--- src/rtl/dtc_pkg.sv ---
// Shared constants for the decimal int32 token checker.
// Character codes, widths and the signed 32-bit range limits.
// No dependencies.
package dtc_pkg;

	localparam int unsigned CharWidth = 8;
	localparam int unsigned MagWidth  = 32;
	localparam int unsigned ProdWidth = MagWidth + 4;

	localparam logic [CharWidth-1:0] CH_ZERO  = 8'h30;
	localparam logic [CharWidth-1:0] CH_NINE  = 8'h39;
	localparam logic [CharWidth-1:0] CH_MINUS = 8'h2D;

	localparam logic [MagWidth-1:0] MAG_MAX   = 32'hFFFF_FFFF;
	localparam logic [MagWidth-1:0] POS_LIMIT = 32'h7FFF_FFFF;
	localparam logic [MagWidth-1:0] NEG_LIMIT = 32'h8000_0000;

	// Verdict codes on the result channel
	localparam logic VERDICT_UNKNOWN = 1'b0;
	localparam logic VERDICT_NUMBER  = 1'b1;

endpackage

--- src/rtl/decimal_int32_token_check.sv ---
// Decimal int32 token checker: one character per transfer, one verdict per token.
// Depends on dtc_pkg for character codes and range limits.
//
// Usage:
//   Slave channel (s_axis_*): one token character per transfer in tdata[7:0];
//   tlast marks the token's last character. Tokens hold at least one character.
//   Master channel (m_axis_*): one verdict per token in tdata[0]
//   (1 = number, 0 = unknown); no transfer for the other characters.
//   A token is a number if it is exactly "0", or an optional '-' and one or
//   more digits whose value is nonzero and fits signed 32 bits.
//   Throughput: one character per cycle, unless a final character waits behind
//   a held verdict. The path from the input register to the result register
//   holds one multiply-by-ten-and-add on the 32-bit running magnitude plus the
//   range compare. The last character is held in the input register, then its
//   verdict in the result register.
//   Reset: clears the token state and empties both registers; s_axis_tready
//   is high right after reset.
//   Stall: while the master side holds tready low, the verdict is held, and
//   the block keeps taking characters until a second final character waits
//   in the input register behind the held verdict.
module decimal_int32_token_check (
	input  logic                             clk,
	input  logic                             arst_n,
	input  logic                             s_axis_tvalid,
	output logic                             s_axis_tready,
	input  logic [dtc_pkg::CharWidth-1:0]    s_axis_tdata,  // [7:0] character
	input  logic                             s_axis_tlast,  // final_char
	output logic                             m_axis_tvalid,
	input  logic                             m_axis_tready,
	output logic [7:0]                       m_axis_tdata   // [0] is_number, [7:1] zero
);
	import dtc_pkg::*;

	// Input register
	logic                 valid_s1;
	logic [CharWidth-1:0] char_s1;
	logic                 last_s1;

	// Token state
	logic                at_start_q;
	logic                negative_q;
	logic                seen_digit_q;
	logic                malformed_q;
	logic                out_of_range_q;
	logic [MagWidth-1:0] magnitude_q;

	// Result register
	logic out_valid_q;
	logic is_number_q;

	// Next-state values
	logic                is_digit;
	logic [3:0]          digit_val;
	logic [ProdWidth-1:0] product;
	logic                negative_n;
	logic                seen_digit_n;
	logic                malformed_n;
	logic                out_of_range_n;
	logic [MagWidth-1:0] magnitude_n;
	logic                single_zero_n;
	logic                verdict;
	logic                advance;
	logic                out_free;

	// Stage 1 moves on unless a verdict has nowhere to go
	assign out_free      = !out_valid_q || m_axis_tready;
	assign advance       = valid_s1 && (!last_s1 || out_free);
	assign s_axis_tready = !valid_s1 || advance;

	// Classify the character and run magnitude * 10 + digit
	always_comb begin
		is_digit  = char_s1 inside {[CH_ZERO:CH_NINE]};
		digit_val = 4'(char_s1 - CH_ZERO);
		product   = {1'b0, magnitude_q, 3'b000} + {3'b000, magnitude_q, 1'b0}
		          + ProdWidth'(digit_val);

		negative_n     = negative_q;
		seen_digit_n   = seen_digit_q;
		malformed_n    = malformed_q;
		out_of_range_n = out_of_range_q;
		magnitude_n    = magnitude_q;
		single_zero_n  = at_start_q && (char_s1 == CH_ZERO);

		if (at_start_q && char_s1 == CH_MINUS) begin
			negative_n = 1'b1;
		end else if (is_digit) begin
			seen_digit_n = 1'b1;
			if (product[ProdWidth-1:MagWidth] != '0) begin
				magnitude_n    = MAG_MAX;
				out_of_range_n = 1'b1;
			end else begin
				magnitude_n = product[MagWidth-1:0];
			end
		end else begin
			malformed_n = 1'b1;
		end

		// Verdict from the state after this character
		if (single_zero_n) begin
			verdict = VERDICT_NUMBER;
		end else if (malformed_n || !seen_digit_n || out_of_range_n || magnitude_n == '0) begin
			verdict = VERDICT_UNKNOWN;
		end else if (negative_n) begin
			verdict = (magnitude_n <= NEG_LIMIT) ? VERDICT_NUMBER : VERDICT_UNKNOWN;
		end else begin
			verdict = (magnitude_n <= POS_LIMIT) ? VERDICT_NUMBER : VERDICT_UNKNOWN;
		end
	end

	// Capture each incoming transfer
	always_ff @(posedge clk or negedge arst_n) begin
		if (!arst_n) begin
			valid_s1 <= 1'b0;
		end else if (s_axis_tready) begin
			valid_s1 <= s_axis_tvalid;
		end
	end

	always_ff @(posedge clk) begin
		if (s_axis_tready && s_axis_tvalid) begin
			char_s1 <= s_axis_tdata;
			last_s1 <= s_axis_tlast;
		end
	end

	// Advance token state; clear it after the final character
	always_ff @(posedge clk or negedge arst_n) begin
		if (!arst_n) begin
			at_start_q     <= 1'b1;
			negative_q     <= 1'b0;
			seen_digit_q   <= 1'b0;
			malformed_q    <= 1'b0;
			out_of_range_q <= 1'b0;
			magnitude_q    <= '0;
		end else if (advance) begin
			if (last_s1) begin
				at_start_q     <= 1'b1;
				negative_q     <= 1'b0;
				seen_digit_q   <= 1'b0;
				malformed_q    <= 1'b0;
				out_of_range_q <= 1'b0;
				magnitude_q    <= '0;
			end else begin
				at_start_q     <= 1'b0;
				negative_q     <= negative_n;
				seen_digit_q   <= seen_digit_n;
				malformed_q    <= malformed_n;
				out_of_range_q <= out_of_range_n;
				magnitude_q    <= magnitude_n;
			end
		end
	end

	// Hold the verdict until the master side takes it
	always_ff @(posedge clk or negedge arst_n) begin
		if (!arst_n) begin
			out_valid_q <= 1'b0;
		end else if (advance && last_s1) begin
			out_valid_q <= 1'b1;
		end else if (m_axis_tready) begin
			out_valid_q <= 1'b0;
		end
	end

	always_ff @(posedge clk) begin
		if (advance && last_s1) begin
			is_number_q <= verdict;
		end
	end

	assign m_axis_tvalid = out_valid_q;
	assign m_axis_tdata  = {7'b0, is_number_q};

endmodule

--- config.mk ---
export PLATFORM = sky130hd
export DESIGN_NAME = decimal_int32_token_check
export DESIGN_NICKNAME = d
export VERILOG_FILES = /design/src/rtl/dtc_pkg.sv /design/src/rtl/decimal_int32_token_check.sv
export SDC_FILE = /design/constraint.sdc
export NUM_CORES = 1
export LEC_CHECK = 0
export BUFFER_PORTS_ARGS = -buffer_cell sky130_fd_sc_hd__buf_2
export CORE_MARGIN = 8
export CORE_UTILIZATION = 35
export DETAILED_ROUTE_END_ITERATION = 6
export GPL_TIMING_DRIVEN = 0
export SETUP_SLACK_MARGIN = 0.05
export SLEW_MARGIN = 0
export SYNTH_ARGS = -nofsm -noshare
export SYNTH_HDL_FRONTEND = slang
export SYNTH_SLANG_ARGS = --single-unit
--- constraint.sdc ---
create_clock -name clk -period 5.4 [get_ports clk]
set_input_delay 0.54 -clock clk [delete_from_list [all_inputs] [get_ports clk]]
set_output_delay 0.54 -clock clk [all_outputs]
set_load 0.02 [all_outputs]
; ---- Word-level counts from Yosys, hierarchy flattened
; Index checks and enable logic that the tools add are counted.
[op_classes]
addsub = 3
mul = 0
div = 0
magnitude_cmp = 4
eq_ne = 2
shift = 0
n_mux = 23
n_bitwise = 0
n_reduce_logical = 19
[op_table]
columns = op, n
row1 = $mux W32, 4
row2 = $add A35 B33 Y36, 1
row3 = $add A36 B4 Y36, 1
row4 = $le A32 B31 Y1 const B, 1
row5 = $le A32 B32 Y1 const B, 1
row6 = $logic_not A32 Y1, 1
row7 = $mux W1, 19
row8 = $eq A8 B6 Y1 const B, 2
row9 = $ge A8 B6 Y1 const B, 1
row10 = $le A8 B6 Y1 const B, 1
row11 = $logic_and A1 B1 Y1, 6
row12 = $logic_or A1 B1 Y1, 6
row13 = $logic_not A1 Y1, 4
row14 = $reduce_bool A4 Y1, 1
row15 = $sub A4 B1 Y4 const B, 1
row16 = $reduce_bool A2 Y1, 1
[totals]
regBits = 49
latchBits = 0
ram_bits = 0
rom_bits = 0
input_bits = 13
mem_count = 0

; ---- Depth between registers and ports, before layout
; Gate-level depths: netlist of run 1.
[depth]
ltp_word = 10
ltp_mapped = 17
depth_no_buf = 16

; ---- Worst setup path before layout of run 1
; OpenSTA, ideal clock, no wires.
[synth_timing]
path_kind = flip-flop to flip-flop
startpoint = register char_s1[3]
endpoint = register is_number_q (data pin)
setup_ns = 0.254
arrival_time_ns = 3.691
path_slack_ns = 1.455
stages_incl_launch_ff = 16
path_buffers = 1
path_cell_list = edfxtp_1 -> fa_1 -> ha_1 -> nor2b_4 -> o31ai_4 -> a21oi_2 -> or4_4 -> a21o_1 -> a21o_1 -> and2_4 -> buf_6 -> o41ai_2 -> nand4_1 -> nor4_2 -> mux2i_1 -> a21o_1
[synth_via]
elab_chain_len = 10
[synth_rtl]
columns = element, line_no
row1 = start: declaration, decimal_int32_token_check.sv:36  ; logic [CharWidth-1:0] char_s1;
row2 = start signal: assignment, decimal_int32_token_check.sv:121  ; char_s1 <= s_axis_tdata;
row3 = $sub A4 B1 Y4, decimal_int32_token_check.sv:73  ; digit_val = 4'(char_s1 - CH_ZERO);
row4 = $add A36 B4 Y36, decimal_int32_token_check.sv:75  ; + ProdWidth'(digit_val);
row5 = $reduce_bool A4 Y1, decimal_int32_token_check.sv:88  ; if (product[ProdWidth-1:MagWidth] != '0) begin
row6 = $mux W32, decimal_int32_token_check.sv:88
row7 = $mux W32, decimal_int32_token_check.sv:86  ; end else if (is_digit) begin
row8 = $mux W32, decimal_int32_token_check.sv:84  ; if (at_start_q && char_s1 == CH_MINUS) begin
row9 = $le A32 B31 Y1 / $le A32 B32 Y1 (equally long branches), "decimal_int32_token_check.sv:106, decimal_int32_token_check.sv:104"
row10 = "$mux W1, on equally long branches", "decimal_int32_token_check.sv:106, decimal_int32_token_check.sv:104"
row11 = $mux W1, decimal_int32_token_check.sv:103  ; end else if (negative_n) begin
row12 = $mux W1, decimal_int32_token_check.sv:101  ; end else if (malformed_n || !seen_digit_n || out_of_range_n || magnitude_n == '0) begin
row13 = end signal: assignment, decimal_int32_token_check.sv:167  ; is_number_q <= verdict;
row14 = end: declaration, decimal_int32_token_check.sv:49  ; logic is_number_q;
; Several ways; a longest one is shown, not always the timed one.
; A chain may end at the register's enable or synchronous reset.

; ---- Worst setup path in the final report of run 1
; Same ends and word-level chain as after synthesis.

==> results of run 1 <==
==> worst max-delay path: stages, from the launching register on <==
cell,delay [ps]
edfxtp_1,460
fa_1,460
ha_1,350
nor2b_4,160
o31ai_4,240
a21oi_2,140
o311a_2,440
nor3_1,320
xor2_1,330
nand4_4,210
nor2_1,420
a41oi_2,210
nor4_2,370
mux2i_1,130
a21o_1,170
==> state kept, by name (all words and copies together), names as in the netlist <==
| name | count |
|---|---|
| magnitude_q | 32 |
| char_s1 | 8 |
| at_start_q | 1 |
| is_number_q | 1 |
| last_s1 | 1 |
| m_axis_tvalid | 1 |
| malformed_q | 1 |
| negative_q | 1 |
| out_of_range_q | 1 |
| seen_digit_q | 1 |
| valid_s1 | 1 |
==> placed cells by master, fill, tap and decap left out, types with 10 or more instances in the layout <==
cell and count:
a21o_1 23, a21oi_1 80, buf_2 18, clkbuf_1 19
dfrtp_1 38, edfxtp_1 10, ha_1 63, inv_1 10
nand2_1 68, nor2_1 35, nor3_1 17, o21ai_0 54
xnor2_1 14, xor2_1 12
==> worst min path at each step <==
stage | start | endpoint | slack, ps
finish | arst_n | malformed_q$_DFFE_PN0P_ | 370
global route | s_axis_tdata[0] | char_s1[0]$_DFFE_PP_ | 420
CTS | arst_n | malformed_q$_DFFE_PN0P_ | 420
detailed placement | at_start_q$_DFFE_PN1P_ | at_start_q$_DFFE_PN1P_ | 470
global placement | at_start_q$_DFFE_PN1P_ | at_start_q$_DFFE_PN1P_ | 460
floorplan | arst_n | m_axis_tvalid$_DFFE_PN0P_ | 240
==> synth_stat cells, drive strengths merged, types with 3 or more instances <==
cell	instances	area [um2]
ha	63	788
edfxtp	10	300
nor3	17	85.1
clkbuf	19	71.3
nand2	68	255
nand3	6	30.0
o22a	4	35.0
nand4	9	71.3
inv	10	37.5
a21bo	3	30.0
o31ai	5	56.3
o211ai	4	30.0
nor2	35	131
nor4b	3	26.3
xnor2	14	123
nor4	8	56.3
a21o	23	173
buf	13	90.1
a21boi	6	45.0
o21a	9	67.6
and2	6	40.0
and3	6	37.5
o31a	3	26.3
a21oi	81	409
or3	3	18.8
a31oi	7	43.8
o21bai	4	30.0
xor2	12	105
o21ai	55	275
dfrtp	38	951
==> through the flow <==
stage	power (mW)	cells	hold slack (ps)	util
floorplan	1.43	596	244	-
CTS	2.20	799	417	0.393
global placement	1.76	791	455	0.379
finish	2.21	799	375	0.393
detailed placement	1.78	791	469	0.379
global route	2.37	799	416	0.393
==> metal layers <==
metal	vias to the layer above	global-route usage
met5	-	0
met4	0	0.0368
met3	18	0.0206
met2	156	0.274
met1	2278	0.212
li1	2265	-
==> power groups by stage <==
stage	sequential, mW	combinational, mW	clock (mW)
2_1_floorplan	0.546	0.888	0
3_3_place_gp	0.597	1.16	0
3_5_place_dp	0.600	1.18	0
4_1_cts	0.593	1.19	0.407
5_1_grt	0.610	1.34	0.419
6_report	0.596	1.21	0.400
==> cells by family after synthesis <==
kind of cell	count (synthesis)	synth area share
compound gates	233	0.307
simple gates	173	0.174
xor+xnor	26	0.0464
fa+ha+maj	65	0.169
buf+inv	42	0.0406
flops	49	0.261
other cells	1	0.000765
mux	1	0.00204
==> cell type report <==
cell class | instances | share of cell area
Multi-Input combinational cell | 505 | 0.637
Sequential cell | 49 | 0.236
Tap cell | 180 | 0.0416
Buffer | 32 | 0.0298
Clock buffer | 5 | 0.0231
Timing Repair Buffer | 15 | 0.0139
Clock inverter | 3 | 0.0120
Inverter | 10 | 0.00693
==> impl_metrics.toml, run 1 <==
[outcome]
status = "complete, no violations"

[timing]
tns_ps = 0
fmax_ghz = 0.214
finalSetupViolations = 0
worst_slack_ps = 726
slew_headroom = 0.398
finalCriticalPeriod_ps = 4670
rsz0062_at_grt = "false"
hold_viol = 0
maxSlewViolCount = 0
worstMarginPinSlew_ps = 903
period_share = 0.865
fin_skew_ps = 3.51

[cts]
cts_max_level = 2
cts_buffers = 5
ctsResizeCount = 0
clock_path_buffers = 2
hold_buffers = 0
ctsRootBufferMaster = "clkbuf_16"
clk_pin_slew_worst_paths_ps = 60
postCtsSetupBuffers = 0
clock_latency_ps = 290
cts_tree = "yes"
cts.sinks = 49

[setup_path]
cp.required_ps = 5450
timing.rr.end = "is_number_q$_SDFFCE_PP1P_"
reg2reg_from = "char_s1[3]$_DFFE_PP_"
ff2ff_setup_slack_ps = 730
crit_type = "reg2reg"
start_kind = "flip-flop"
rr_worst_depth = 14
endpoint_kind = "flip-flop"
crit_path_end = "is_number_q$_SDFFCE_PP1P_"
crit_start = "char_s1[3]$_DFFE_PP_"
worstPathArrival_ps = 4720
cp_max_fo = 7

[routing]
top_layer_used = "met4"
remaining_drc_errors = 0
num_vias = 4717
drt_pass1_iterations = 5
met3_length_um = 718
drt_iter0_drc = 401
dr_wl_met2_um = 6950
viasPerCell = 5.90
wl_um = 14600
m1WireLength_um = 6730
post_drt_wl_per_cell_um = 18.3
ant_nets = 0

[cells_and_area]
antennaDiodeCount = 0
final_area_um2 = 5420
fill_cells = 1467
area_delta_synth_final_pct = 10.5
multi_input_area_um2 = 3450
layout-drive-gt1-share = 0.0937
seq_area_um2 = 1280
fin_nets = 696

[synthesis]
synth_area_per_cell_um2 = 8.31
synth_edf_count = 10
synth.cell_area_um2 = 4900
ys_ff_latch = 49
synth_cell_types = 75
async_flop_share = 0.796
synth_cells = 590
synth_ff_type = "dfrtp_1"
synth_warnings = 0
ys_seq_area_frac = 0.261

[floorplanning]
core_um2 = 13800
rows = 43
initial_utilization = 0.356
die-area_um2 = 18100
io_pins = 23
fp.dieW_um = 134
fp.dieH_um = 134

[pwr]
internal_power_mw = 1.18
peakVddDrop_v = 0.000229
powerDensity_nw_per_um2 = 407
clkPwrFrac = 0.181
swShare = 0.466
leakage_nw = 2.53
pwr-share-comb = 0.549
p_switching_mw = 1.03
pwr-share-seq = 0.270

[global_route]
track_usage = 0.161
grt_max_degree = 40
grt_first_pass_wirelength_um = 24100
grt_pass1_vias = 4750
antenna_found_initial = 0
grt_overflow = 0

[placed_design]
io_buffers = 15
pre_cts_slack_ps = 773
routabilityCongestion = 0.898
placed_area_um2 = 5230
dpl.hpwl_um = 11700

[min_path]
hold_class = "in2async"

[job]
max_cap_violations = 0
Power figures use the tool's default switching activity.
==> inputs of run 2 (changes only) <==
ABC_AREA = 1   (was not set)
==> impl_metrics.toml, run 2 <==
[routing]
ant_nets = 0
post_drt_wl_per_cell_um = 14.0
remaining_drc_errors = 0
num_vias = 5182
wl_um = 14800
viasPerCell = 4.91
drt_iter0_drc = 281
drt_pass1_iterations = 5

[synthesis]
synth_warnings = 0
synth_area_per_cell_um2 = 6.49
ys_seq_area_frac = 0.235
synth_ff_type = "dfrtp_1"
async_flop_share = 0.796
synth_common_cells = "nand2_1 (265), inv_1 (132), nor2_1 (73)"
ys_ff_latch = 49
synth_cell_types = 43
synth_cells = 838
synth_edf_count = 10
synth_top_cell_area_share = 0.183
synth.cell_area_um2 = 5440
synth_area_leaders = "nand2_1 (18%), dfrtp_1 (17%), ha_1 (14%)"
synth_top_area_cell = "nand2_1"
synth_most_common_cell = "nand2_1"

[timing]
finalCriticalPeriod_ps = 4070
slew_headroom = 0.336
rsz0062_at_grt = "false"
finalSetupViolations = 0
fin_skew_ps = 11.5
period_share = 0.753
tns_ps = 0
maxSlewViolCount = 0
fmax_ghz = 0.246
hold_viol = 0
worstMarginPinSlew_ps = 996

[cts]
postCtsSetupBuffers = 0
clock_latency_ps = 300
cts_tree = "yes"
hold_buffers = 0
cts.sinks = 49
clock_path_buffers = 2
cts_buffers = 5
clk_pin_slew_worst_paths_ps = 70
ctsRootBufferMaster = "clkbuf_16"
ctsResizeCount = 0
cts_max_level = 2

[pwr]
leakage_nw = 3.42
finalPower_mw = 1.02
powerDensity_nw_per_um2 = 173
peakVddDrop_v = 0.000255

[job]
max_cap_violations = 0

[setup_path]
worstPathArrival_ps = 4130
start_kind = "flip-flop"
crit_type = "reg2reg"
endpoint_kind = "flip-flop"
cp_max_fo = 10
cp.required_ps = 5460
rr_worst_depth = 24

[placed_design]
dpl.hpwl_um = 12100
placed_area_um2 = 5770
io_buffers = 15
routabilityCongestion = 0.879

[outcome]
status = "complete, no violations"

[floorplanning]
io_pins = 23
core_um2 = 15200
fp.dieH_um = 141
rows = 45
initial_utilization = 0.358
fp.dieW_um = 141
die-area_um2 = 19800

[cells_and_area]
largest_register = "magnitude_q"
layout_common_cells = "nand2_1 (265), inv_1 (132), nor2_1 (73), ha_1 (63), nand3_1 (42)"
final_common_cell = "nand2_1"
largestRegisters = "magnitude_q x32, char_s1 x8"
area_delta_synth_final_pct = 8.74
antennaDiodeCount = 0
final_area_um2 = 5920
fin_util = 0.389
fin_nets = 944
layout-drive-gt1-share = 0.107
largest_reg_flops = 32

[global_route]
grt_first_pass_wirelength_um = 24700
grt_max_degree = 40
grt_pass1_vias = 5037
grt_overflow = 0
antenna_found_initial = 0
track_usage = 0.152

[min_path]
hold_class = "in2async"
run 2: cell count changes in the layout (fill, tap and decap cells not counted), moves of 18 or more:
cell / delta
nand3_1: +36
o21ai_0: -23
inv_1: +122
o22ai_1: +18
a21oi_1: -51
a21o_1: -19
nor2_1: +38
nand2_1: +197
run 2: critical path, cell delays in order, from the launching register on:
cell	delay (ps)
edfxtp_1	450
fa_1	600
inv_1	70
fa_1	450
inv_1	70
nand2_1	50
nand2_1	100
nand3_1	80
nand2_1	160
nand2_1	70
nand2_1	170
nand2_1	110
nand3_1	90
nand2_2	90
nor2_8	170
buf_2	260
nand4_1	100
nand2_1	90
nand2_1	50
nor2_1	130
nand2_1	110
nor2_2	130
a21oi_1	80
nand2_1	60
nand2_1	50
run 2: final timing paths:
path                                                    to                       from  slack (ps)
worst max register to register   is_number_q$_SDFFCE_PP1P_       char_s1[3]$_DFFE_PP_        1330
min in group clk                      char_s1[2]$_DFFE_PP_            s_axis_tdata[2]         420
max in group asynchronous       magnitude_q[6]$_DFFE_PN0P_                     arst_n        4370
worst min register to register   m_axis_tvalid$_DFFE_PN0P_  m_axis_tvalid$_DFFE_PN0P_         530
worst min-delay path            magnitude_q[8]$_DFFE_PN0P_                     arst_n         400
worst max-delay path             is_number_q$_SDFFCE_PP1P_       char_s1[3]$_DFFE_PP_        1330
run 2: final cells by class:
cell class | instances | area (um2)
repair buffers | 15 | 75.1
fillers | 1697 | 9290
flip-flops and latches | 49 | 1280
multi-input cells | 629 | 3500
clock inverters | 2 | 13.8
plain buffers | 23 | 153
inverters | 143 | 537
well taps | 188 | 235
clock buffers | 6 | 129
run 2: cell families (layout without fill, tap and decap cells):
| logic type | count (synthesis) | in the layout | synth area share |
|---|---|---|---|
| AO/OA/AOI/OAI | 106 | 106 | 0.119 |
| XOR/XNOR | 15 | 15 | 0.0241 |
| buffers and inverters | 166 | 189 | 0.127 |
| flip-flops | 49 | 49 | 0.235 |
| adder cells (fa/ha/maj) | 65 | 65 | 0.152 |
| other | 1 | 7 | 0.000689 |
| multiplexers | 1 | 1 | 0.00184 |
| AND/OR/NAND/NOR | 435 | 435 | 0.341 |
run 2: metrics by stage:
step | hold WS (ps) | cells | setup WS [ps]
3_3_place_gp | 493 | 1047 | 1280
4_1_cts | 415 | 1055 | 1240
6_report | 396 | 1055 | 1330
2_1_floorplan | 244 | 844 | 2020
5_1_grt | 412 | 1055 | 920
3_5_place_dp | 505 | 1047 | 1240
run 2: metal layers:
metal,share of wire,GRT usage,vias to the layer above
met5,0,0,-
met4,0.016,0.0345,0
met3,0.042,0.0209,16
met2,0.46,0.258,114
met1,0.49,0.201,2342
li1,-,-,2710
run 2: power breakdown:
part           switching [mW]  internal [mW]
Clock                   0.147          0.173
Combinational           0.182         0.0981
Sequential             0.0229          0.400
Total                   0.352          0.672
==> inputs of run 3 (changes only) <==
clock period = 3.8 ns   (was 5.4 ns; I/O delays follow)
==> impl_metrics.toml, run 3 (synthesized netlist as in run 2, its figures left out) <==
[outcome]
status = "complete, no violations"

[placed_design]
routabilityCongestion = 0.879
placed_area_um2 = 5770
io_buffers = 15
dpl.hpwl_um = 12100

[cts]
clock_latency_ps = 300
cts_buffers = 5
hold_buffers = 0
ctsRootBufferMaster = "clkbuf_16"
clk_pin_slew_worst_paths_ps = 70
cts_tree = "yes"
clock_path_buffers = 2
cts_max_level = 2
cts.sinks = 49

[global_route]
grt_max_degree = 40
grt_overflow = 0
grt_first_pass_wirelength_um = 25100
antenna_found_initial = 0
track_usage = 0.155
grt_pass1_vias = 5095

[routing]
num_vias = 5267
ant_nets = 0
post_drt_wl_per_cell_um = 14.3
viasPerCell = 4.93
remaining_drc_errors = 0
drt_iter0_drc = 311
wl_um = 15300
drt_pass1_iterations = 5

[cells_and_area]
layout-drive-gt1-share = 0.153
largest_register = "magnitude_q"
largest_reg_flops = 32
area_delta_synth_final_pct = 14.3
largestRegisters = "magnitude_q x32, char_s1 x8"
fin_nets = 958
final_common_cell = "nand2_1"
layout_common_cells = "nand2_1 (250), inv_1 (130), nor2_1 (72), ha_1 (63), dfrtp_1 (37)"
antennaDiodeCount = 0
final_area_um2 = 6220

[timing]
slew_headroom = 0.335
rsz0062_at_grt = "true"
hold_viol = 0
maxSlewViolCount = 0
fin_skew_ps = 9.90
finalSetupViolations = 0
fmax_ghz = 0.275
period_share = 0.957
finalCriticalPeriod_ps = 3630
worstMarginPinSlew_ps = 997

[setup_path]
timing.rr.end = "is_number_q$_SDFFCE_PP1P_"
crit_type = "reg2reg"
reg2reg_from = "magnitude_q[2]$_DFFE_PN0P_"
ff2ff_setup_slack_ps = 170
cp_max_fo = 8
worstPathArrival_ps = 3690
rr_worst_depth = 24
start_kind = "flip-flop"
crit_start = "magnitude_q[2]$_DFFE_PN0P_"
endpoint_kind = "flip-flop"
cp.required_ps = 3860

[floorplanning]
initial_utilization = 0.358
core_um2 = 15200
rows = 45
fp.dieW_um = 141
die-area_um2 = 19800
io_pins = 23
fp.dieH_um = 141

[pwr]
leakage_nw = 3.56
peakVddDrop_v = 0.000364
powerDensity_nw_per_um2 = 244
finalPower_mw = 1.51

[min_path]
hold_class = "in2async"

[job]
max_cap_violations = 0
[run 3: cell count changes in the layout (fill, tap and decap cells not counted), moves of 4 or more]
| cell | delta |
|---|---|
| buf_4 | +10 |
| nand2_1 | -15 |
| nand2_2 | +9 |
| nand2_4 | +5 |
| nand3_1 | -6 |
| nand3_2 | +6 |
| o21ai_0 | -5 |
| o21ai_1 | +4 |
[run 3: metal layers]
layer,global-route usage,vias up,share of wire
li1,-,2741,-
met1,0.201,2389,0.47
met2,0.265,118,0.46
met3,0.0233,19,0.052
met4,0.0351,0,0.019
met5,0,-,0
[run 3: area by class of cell]
cell class                 instances  area (um2)
fill                            1672        8980
multi-input combinational        629        3650
sequential                        49        1280
inverter                         143         537
tap                              188         235
timing repair buffer              29         201
buffer                            23         171
clock buffer                       6         129
clock inverter                     2        13.8
[run 3: worst max-delay path by stage]
stage / slack, ps / depth (start not counted) / end
detailed placement: -360 / 24 / is_number_q$_SDFFCE_PP1P_
global route: -80 / 24 / is_number_q$_SDFFCE_PP1P_
finish: 170 / 24 / is_number_q$_SDFFCE_PP1P_
CTS: 60 / 25 / is_number_q$_SDFFCE_PP1P_
floorplan: 420 / 24 / is_number_q$_SDFFCE_PP1P_
global placement: -320 / 24 / is_number_q$_SDFFCE_PP1P_
[run 3: repair_timing]
action                                  in CTS  in global routing
buffers inserted                             8                  5
gates resized for setup                     14                 38
pin swaps                                    9                 26
endpoints found under the setup margin       1                  1
cloned                                       1                  1
[run 3: critical path, stage by stage, from the launching register on]
cell and delay (ps):
dfrtp_2 420, fa_1 580, inv_2 50, fa_2 370
inv_2 60, nand2_2 50, nand2_4 70, nand3_2 80
nand2_4 110, nand2_4 60, nand2_4 80, nand2_2 70
nand3_2 70, nand2_2 70, nor2_4 230, nand2_8 130
buf_12 170, o21ai_4 160, nand2_2 70, nor2_2 100
nand2_1 60, nor2_2 130, a21oi_1 80, nand2_1 70
nand2_1 60
[run 3: power breakdown]
group / switching [mW] / internal [mW] / leakage (nW)
Sequential: 0.0315 / 0.569 / 0.626
Clock: 0.209 / 0.246 / 0.0712
Combinational: 0.283 / 0.176 / 2.86
[run 3: through the flow]
step / instances / hold slack, ps / worst slack [ps] / util / setup TNS, ps
after floorplan: 844 / 84.4 / 424 / - / 0
after CTS: 1064 / 255 / 61.3 / 0.398 / 0
after global placement: 1047 / 493 / -321 / 0.380 / -321
after detailed placement: 1047 / 505 / -361 / 0.380 / -361
final: 1069 / 234 / 165 / 0.409 / 0
after global routing: 1069 / 252 / -84.4 / 0.409 / -84.4
